==> config.mk <==
export PLATFORM = sky130hd
export DESIGN_NAME = fbcs_ctrl
export DESIGN_NICKNAME = d
export VERILOG_FILES = /design/src/design/fbcs_pkg.sv /design/src/design/fbcs_ctrl.sv
export SDC_FILE = /design/constraint.sdc
export NUM_CORES = 1
export LEC_CHECK = 0
export BUFFER_PORTS_ARGS = -buffer_cell sky130_fd_sc_hd__buf_2
export CAP_MARGIN = 30
export CORE_AREA = 3 3 40 42
export CTS_CLUSTER_DIAMETER = 50
export DETAILED_ROUTE_END_ITERATION = 8
export DIE_AREA = 0 0 43 45
export PLACE_DENSITY = 0.61
export SETUP_SLACK_MARGIN = 0.2
export SYNTH_ARGS = -nofsm -noshare
export SYNTH_HDL_FRONTEND = slang
export SYNTH_SLANG_ARGS = --single-unit
==> constraint.sdc <==
create_clock -name clk_i -period 1.35 [get_ports clk_i]
set_clock_uncertainty 0.05 [all_clocks]
set_input_delay 0.135 -clock clk_i [delete_from_list [all_inputs] [get_ports clk_i]]
set_output_delay 0.135 -clock clk_i [all_outputs]
set_load 0.01 [all_outputs]
==> src/design/fbcs_pkg.sv <==
// ----------------------------------------------------------------------------
// fbcs_pkg
// Shared types, constants and helper functions of the falling box collision
// step block.
// ----------------------------------------------------------------------------
package fbcs_pkg;

  localparam int MAX_BOXES = 64;
  localparam int IDX_W     = $clog2(MAX_BOXES);
  localparam int CNT_W     = IDX_W + 1;

  localparam logic [23:0] GRAVITY_RESET = 24'd642253;
  localparam logic [31:0] FLOOR_RESET   = 32'hFE0C_0000;

  typedef enum logic [1:0] {
    CFG_GRAVITY = 2'd0,
    CFG_FLOOR   = 2'd1
  } cfg_index_e;

  typedef enum logic [1:0] {
    ST_ADDED = 2'd0,
    ST_FULL  = 2'd1,
    ST_BOX   = 2'd2,
    ST_EMPTY = 2'd3
  } status_e;

  typedef enum logic {
    CMD_ADD  = 1'b0,
    CMD_TICK = 1'b1
  } cmd_e;

  typedef enum logic [2:0] {
    S_IDLE,
    S_DECODE,
    S_RD_I,
    S_MUL,
    S_SAT,
    S_SCAN,
    S_DRAIN,
    S_EMIT
  } state_e;

  typedef struct packed {
    cmd_e               cmd;
    logic signed [31:0] pos_x;
    logic signed [31:0] pos_y;
    logic signed [31:0] pos_z;
    logic        [23:0] size_x;
    logic        [23:0] size_y;
    logic        [23:0] size_z;
    logic        [15:0] time_step;
  } in_beat_t;

  typedef struct packed {
    status_e            status;
    logic [IDX_W-1:0]   box_index;
    logic signed [31:0] out_x;
    logic signed [31:0] out_y;
    logic signed [31:0] out_z;
    logic signed [31:0] out_velocity;
    logic               collided;
    logic               last;
  } out_beat_t;

  typedef struct packed {
    logic signed [31:0] x;
    logic signed [31:0] y;
    logic signed [31:0] z;
    logic        [23:0] sx;
    logic        [23:0] sy;
    logic        [23:0] sz;
    logic signed [31:0] v;
  } box_t;

  typedef struct packed {
    logic    load;
    logic    rd_i;
    logic    mul;
    logic    sat;
    logic    scan;
    logic    emit;
    status_e kind;
  } ctl_cmd_t;

  typedef struct packed {
    logic is_tick;
    logic full;
    logic empty;
    logic below;
    logic j_last;
    logic i_last;
    logic out_free;
  } dp_status_t;

  function automatic logic signed [31:0] sat32(input logic signed [33:0] v);
    logic signed [31:0] r;
    if (v > 34'sh0_7FFF_FFFF) begin
      r = 32'sh7FFF_FFFF;
    end else if (v < -34'sh0_8000_0000) begin
      r = -32'sh8000_0000;
    end else begin
      r = v[31:0];
    end
    return r;
  endfunction

  function automatic logic apart(input logic signed [31:0] amin, input logic [23:0] asz,
                                 input logic signed [31:0] bmin, input logic [23:0] bsz);
    logic signed [33:0] amax;
    logic signed [33:0] bmax;
    logic signed [33:0] a0;
    logic signed [33:0] b0;
    a0   = {{2{amin[31]}}, amin};
    b0   = {{2{bmin[31]}}, bmin};
    amax = a0 + $signed({10'b0, asz});
    bmax = b0 + $signed({10'b0, bsz});
    return (amax <= b0) || (a0 >= bmax);
  endfunction

endpackage

==> src/design/fbcs_ctrl.sv <==
// ----------------------------------------------------------------------------
// fbcs_ctrl
// Sequencer: decodes each input beat and steps the datapath through the add,
// the per-box update and the overlap scan.
// ----------------------------------------------------------------------------
module fbcs_ctrl (
  input  logic                clk_i,
  input  logic                rst_ni,
  input  logic                in_valid_i,
  output logic                in_stall_o,
  input  fbcs_pkg::dp_status_t sts_i,
  output fbcs_pkg::ctl_cmd_t   cmd_o
);
  import fbcs_pkg::*;

  state_e  state_q, state_d;
  status_e kind_q, kind_d;

  always_ff @(posedge clk_i or negedge rst_ni) begin
    if (!rst_ni) begin
      state_q <= S_IDLE;
      kind_q  <= ST_ADDED;
    end else begin
      state_q <= state_d;
      kind_q  <= kind_d;
    end
  end

  always_comb begin
    state_d    = state_q;
    kind_d     = kind_q;
    cmd_o      = '0;
    cmd_o.kind = kind_q;
    in_stall_o = (state_q != S_IDLE);
    unique case (state_q)
      S_IDLE: begin
        if (in_valid_i) begin
          cmd_o.load = 1'b1;
          state_d    = S_DECODE;
        end
      end
      S_DECODE: begin
        if (!sts_i.is_tick) begin
          kind_d  = sts_i.full ? ST_FULL : ST_ADDED;
          state_d = S_EMIT;
        end else if (sts_i.empty) begin
          kind_d  = ST_EMPTY;
          state_d = S_EMIT;
        end else begin
          kind_d  = ST_BOX;
          state_d = S_RD_I;
        end
      end
      S_RD_I: begin
        cmd_o.rd_i = 1'b1;
        state_d    = S_MUL;
      end
      S_MUL: begin
        cmd_o.mul = 1'b1;
        state_d   = S_SAT;
      end
      S_SAT: begin
        cmd_o.sat = 1'b1;
        state_d   = sts_i.below ? S_EMIT : S_SCAN;
      end
      S_SCAN: begin
        cmd_o.scan = 1'b1;
        if (sts_i.j_last) begin
          state_d = S_DRAIN;
        end
      end
      S_DRAIN: begin
        state_d = S_EMIT;
      end
      S_EMIT: begin
        if (sts_i.out_free) begin
          cmd_o.emit = 1'b1;
          if (kind_q == ST_BOX && !sts_i.i_last) begin
            state_d = S_RD_I;
          end else begin
            state_d = S_IDLE;
          end
        end
      end
      default: state_d = S_IDLE;
    endcase
  end

endmodule

==> reports/metrics.yaml, run 1 <==
status:
  status: "finished, violations left"
  violations: "setup timing"
floorplanning:
  start_util_pct: 27.0
  die_w_um: 43
  core_area_um2: 1280
  chipHeight_um: 45
  rows: 13
  ios: 19
  dieArea_um2: 1940
critical_path:
  start_kind: "flip-flop"
  crit_path_end_kind: "output pin"
  slowest_delay_ns: 0.42
  cp.required_ns: 1.16
  cp_slowest_cell: "dfrtp_2"
  worst-setup-path-type: "flip-flop to output pin"
  cp_cell_sequence: "or3_4, nor2_4, buf_6"
  worstPathMaxFanout: 3
  crit_arrival_ns: 1.24
clock_tree:
  cts-root-buf: "clkbuf_4"
  path_clk_slew_ns: 0.05
  cts_buffers: 3
  cts_buffer_depth: 2
  clk_latency_ns: 0.24
  h-tree-depth: 1
  cts.sinks: 5
  cts_tree: "built"
final_layout:
  fillers: 113
  most-common-layout-cells: "buf_2 (14), buf_6 (13), buf_4 (5)"
  final_common_cell: "buf_2"
  antennaDiodeCount: 0
  syn2layout_area_growth_pct: 109
  nNetsFinal: 84
  drive_gt1_share_pct: 72.6
yosys:
  synthAdderAreaFrac_pct: 0
  yosysSeqAreaShare_pct: 36.1
  yosysWarningCount: 0
  syn-num-nets: 48
  synth_top_family_by_area: "simple AND/OR/NAND/NOR gates"
  synth_cells: 38
  syn_area_um2: 347
  synth_mux_area_share_pct: 11.9
  synth_compound_area_share_pct: 14.4
  synth_seq_cells: 5
  postSynthAreaPerCell_um2: 9.12
  yosys.area_share.simple_pct: 29.2
  synth-xor-area-share_pct: 0
  yosysUniqueCellTypes: 22
placed_design:
  hpwl_um: 667
  globalplace.congestion: 0.766
  dp_slack_ns: 0.0593
  portBuffers: 18
timing:
  hold_viol: 0
  fmax_mhz: 700
  slew_violations: 0
  finalSetupViolCount: 7
  maxSlewHeadroom_pct: 84.7
  finalWorstSetupSlack_ns: -0.0792
  rsz0062_at_grt: "yes"
  fin_crit_ns: 1.43
  period_share_pct: 106
  tightest_slew_ns: 0.228
hold_path:
  hold_class: "primary input to flip-flop"
global_routing:
  gr-total-overflow: 0
  antenna_found_initial: 0
  grt_max_degree: 8
  use_met2_pct: 23.7
  grtUsageTotal_pct: 12.9
  grt_pass1_vias: 392
  use_met1_pct: 14.4
  met3_usage_pct: 6.37
  grt_most_used_layer: "met2"
  grt_pass1_wl_mm: 1.79
pwr:
  leakagePower_nw: 0.329
  vdd_drop_max_mv: 0.928
  finalPower_mw: 1.72
  power_density_nw_per_um2: 2380
routing:
  drt_iter0_drc: 8
  drtAntennaViolNets: 0
  first_pass_iters: 4
  route.detailed.drc: 0
  wl_per_cell_um: 13.3
  vias: 423
  routed_wirelength_mm: 1.17
  viasPerCell: 4.81
flow_run:
  max_cap_violations: 0
## per-layer routing
| metal | wire, um | vias to the layer above |
|---|---|---|
| met3 | 58 | 0 |
| met4 | 0 | 0 |
| li1 | - | 207 |
| met1 | 457 | 204 |
| met2 | 658 | 12 |
| met5 | 0 | - |
## worst paths after layout
| kind | from | to | slack, ns | cells past startpoint |
|---|---|---|---|---|
| worst max-delay path | state_q[0] | cmd_o[7] | -0.08 | 3 |
| worst min-delay path | sts_i[0] | state_q[1] | 0.05 | 2 |
| worst max register to register | state_q[1] | state_q[2] | -0.01 | 5 |
| worst min register to register | kind_q[1] | kind_q[1] | 0.49 | 1 |
| max in group asynchronous | rst_ni | state_q[0] | 0.91 | 2 |
| min in group asynchronous | rst_ni | state_q[2] | 0.20 | 2 |
## where the power goes
| group | internal (mW) | switching (mW) |
|---|---|---|
| Clock | 0.111 | 0.0563 |
| Combinational | 0.723 | 0.523 |
| Sequential | 0.237 | 0.0738 |
## Yosys cell counts
master     n  share of area, %
nor2_1     3               3.2
nor2_2     1               1.8
nand4bb_1  1               3.2
mux2_1     1               3.2
or3_1      1               1.8
buf_6      1               3.2
nor4_2     1               3.6
nand2_1    3               3.2
and3_1     1               1.8
nor2b_1    1               1.8
a21oi_1    2               2.9
o2bb2ai_1  1               2.5
dfrtp_1    5                36
and2_1     1               1.8
nor3b_1    2               4.3
buf_2      2               2.9
o21ai_0    1               1.4
a211oi_1   1               2.2
inv_1      2               2.2
or3b_1     1               2.5
mux2i_1    3               8.7
a31oi_1    3               5.4
## cells by family (layout without fill, tap and decap cells)
kind of cell    Yosys count  after routing
simple gates             16             16
flops                     5              5
mux                       4              4
compound gates            8              8
buf+inv                   5             40
## repair_timing
item | CTS | global route
hold endpoints to repair | 5 | 0
gates resized for setup | 19 | 12
setup endpoints to repair | 11 | 12
hold buffers | 1 | 0
pin swaps | 12 | 5
setup buffers | 8 | 2
## worst max-delay path, delay by kind of cell (launching register included)
kind,cells,cell delay [ns]
buf+inv,1,0.10
simple gates,2,0.49
flops,1,0.42
## state kept, by name, summed over array words and instances, names as in the netlist
register	count
state_q	3
kind_q	2
## layout make-up
type                            instances  area [um2]  area share [%]
Inverter                                2        7.51            1.03
Timing Repair Buffer                   34         279            38.4
Clock buffer                            4        26.3            3.62
Multi-Input combinational cell         28         265            36.6
Tap cell                               15        18.8            2.59
Sequential cell                         5         129            17.8
## stage by stage
stage / TNS, ns / area [um2] / hold WS, ns / cells / util [%]
after floorplan: 0 / 365 / -0.211 / 38 / -
after global placement: 0 / 484 / -0.0968 / 73 / 37.7
after detailed placement: 0 / 484 / -0.0981 / 73 / 37.7
after CTS: -0.244 / 658 / 0.0456 / 86 / 51.2
after global routing: -0.752 / 726 / 0.0540 / 88 / 56.5
final: -0.189 / 726 / 0.0538 / 88 / 56.5
No activity file was read; power rests on OpenSTA's default activity.
==> run 2: changes to the inputs <==
--- a/config.mk
+++ b/config.mk
@@ -6,7 +6,7 @@
 export NUM_CORES = 1
 export LEC_CHECK = 0
 export BUFFER_PORTS_ARGS = -buffer_cell sky130_fd_sc_hd__buf_2
-export CAP_MARGIN = 30
+export CAP_MARGIN = 20
 export CORE_AREA = 3 3 40 42
 export CTS_CLUSTER_DIAMETER = 50
 export DETAILED_ROUTE_END_ITERATION = 8
==> constraint.sdc (replaced) <==
create_clock -name clk_i -period 1.85 [get_ports clk_i]
set_clock_uncertainty 0.05 [all_clocks]
set_input_delay 0.185 -clock clk_i [delete_from_list [all_inputs] [get_ports clk_i]]
set_output_delay 0.185 -clock clk_i [all_outputs]
set_load 0.01 [all_outputs]
==> run 2 against run 1 <==
Effect of this change: the flow now finishes without violations; critical endpoint unchanged; wire length fell by 34%; first-iteration DRC count shrank 88%; critical path depth unchanged; core utilization decreased by 20 points; largest cell class is now multi-input combinational cells; global-route usage shrank 4.0 points; die area unchanged; sequential share of layout area increased by 9.4 points; setup slack improved by 0.36 ns; non-clock buffer count is 15 lower; sequential power is 5% lower; design area down 35%; combinational power down 75%.
==> reports/metrics.yaml, run 2 (synthesis results as in run 1) <==
hold_path:
  min_to: "state_q[1]"
  hold_start: "sts_i[0]"
  min_path_cells: 2
  hold_class: "primary input to flip-flop"
floorplanning:
  ios: 19
  start_util_pct: 27.0
  chipHeight_um: 45
  die_w_um: 43
  core_area_um2: 1280
  rows: 13
  dieArea_um2: 1940
placed_design:
  globalplace.congestion: 0.686
  portBuffers: 18
  hpwl_um: 594
final_layout:
  drive_gt1_share_pct: 44.8
  nNetsFinal: 69
  regMostFlops: "state_q"
  final_common_cell: "buf_2"
  utilization_pct: 36.9
  largest_register_ffs: 3
  syn2layout_area_growth_pct: 36.8
  fillers: 152
  top_regs: "state_q (3), kind_q (2)"
  antennaDiodeCount: 0
timing:
  tightest_slew_ns: 0.253
  finalSetupViolCount: 0
  slew_violations: 0
  rsz0062_at_grt: "no"
  fmax_mhz: 637
  hold_viol: 0
  tns_ns: 0
  maxSlewHeadroom_pct: 83.0
  fin_crit_ns: 1.57
  period_share_pct: 84.9
critical_path:
  r2r-end: "state_q[2]"
  worst-setup-path-type: "flip-flop to output pin"
  crit_path_end_kind: "output pin"
  reg2reg_from: "state_q[1]"
  r2r_slack_ns: 0.61
  worstPathMaxFanout: 13
  cp_cell_sequence: "or3_1, nor2_1, buf_2"
  start_kind: "flip-flop"
  cp_slowest_cell: "dfrtp_2"
  rr_worst_depth: 3
  cp-startpoint: "state_q[0]"
  slowest_delay_ns: 0.48
  crit_arrival_ns: 1.33
  cp.required_ns: 1.62
global_routing:
  grt_max_degree: 14
  grtUsageTotal_pct: 8.89
  antenna_found_initial: 0
  gr-total-overflow: 0
  grt_pass1_vias: 310
  grt_pass1_wl_mm: 1.22
routing:
  vias: 335
  first_pass_iters: 3
  route.detailed.drc: 0
  drt_iter0_drc: 1
  viasPerCell: 4.59
  routed_wirelength_um: 780
  drtAntennaViolNets: 0
  wl_per_cell_um: 10.7
clock_tree:
  clk_latency_ns: 0.24
  h-tree-depth: 1
  cts_buffers: 3
  cts_tree: "built"
  cts.sinks: 5
  cts_buffer_depth: 2
  path_clk_slew_ns: 0.04
  cts-root-buf: "clkbuf_4"
pwr:
  power_density_nw_per_um2: 1540
  vdd_drop_max_mv: 0.588
  leakagePower_nw: 0.222
flow_run:
  max_cap_violations: 0
status:
  status: "finished clean"
==> run 2: cell types whose count changed in the layout (fill, tap and decap cells not counted), moves of 3 or more <==
cell    change
buf_6      -13
buf_2       +4
nor2_4      -3
buf_4       -5
==> run 2: cell type report <==
cell class / instances / area (um2) / share of cell area (%)
repair buffers: 19 / 100 / 21.1
inverters: 2 / 7.51 / 1.58
well taps: 15 / 18.8 / 3.96
clock buffers: 4 / 26.3 / 5.54
multi-input cells: 28 / 193 / 40.6
flip-flops and latches: 5 / 129 / 27.2
==> run 2: report_power, final <==
| group | switching, mW | internal [mW] | leakage, nW |
|---|---|---|---|
| sequential | 0.123 | 0.173 | 0.0525 |
| clock | 0.0430 | 0.0814 | 0.0150 |
| combinational | 0.146 | 0.164 | 0.154 |
| total | 0.312 | 0.418 | 0.222 |
==> run 2: worst max-delay path by stage <==
| stage | endpoint | slack (ns) | cells after the start |
|---|---|---|---|
| final | cmd_o[7] | 0.28 | 3 |
| after global routing | cmd_o[7] | 0.21 | 3 |
| after CTS | cmd_o[7] | 0.22 | 3 |
| after detailed placement | cmd_o[7] | 0.48 | 3 |
| after global placement | cmd_o[2] | 0.50 | 3 |
| after floorplan | cmd_o[7] | 0.49 | 3 |
==> run 2: routing by layer <==
| metal | track usage [%] | part of all wire, % | vias to the layer above |
|---|---|---|---|
| met5 | 0 | 0 | - |
| met4 | 1.81 | 0 | 0 |
| met3 | 5.98 | 7.6 | 0 |
| met2 | 15.9 | 50 | 9 |
| met1 | 8.60 | 42 | 150 |
| li1 | - | - | 176 |
==> run 2: timing repair <==
item,CTS,global route
endpoints found under the setup margin,0,2
hold buffers,1,0
endpoints found under the hold margin,5,0
setup buffers,0,0
resized for setup,0,3
==> run 2: per-stage QoR <==
stage | instances | cell area, um2 | power, mW | hold WS (ns) | setup WS [ns]
6_report | 73 | 474 | 0.730 | 0.109 | 0.280
4_1_cts | 73 | 470 | 0.734 | 0.108 | 0.219
2_1_floorplan | 38 | 347 | 0.517 | -0.161 | 0.492
5_1_grt | 73 | 474 | 0.794 | 0.113 | 0.213
3_3_place_gp | 68 | 434 | 0.597 | -0.0481 | 0.502
3_5_place_dp | 68 | 434 | 0.603 | -0.0453 | 0.480
==> run 2: critical path: cells and delay by family, from the launching register on <==
kind / cells / cell delay [ns]
AND/OR/NAND/NOR: 2 / 0.48
buffers and inverters: 1 / 0.13
flip-flops: 1 / 0.48
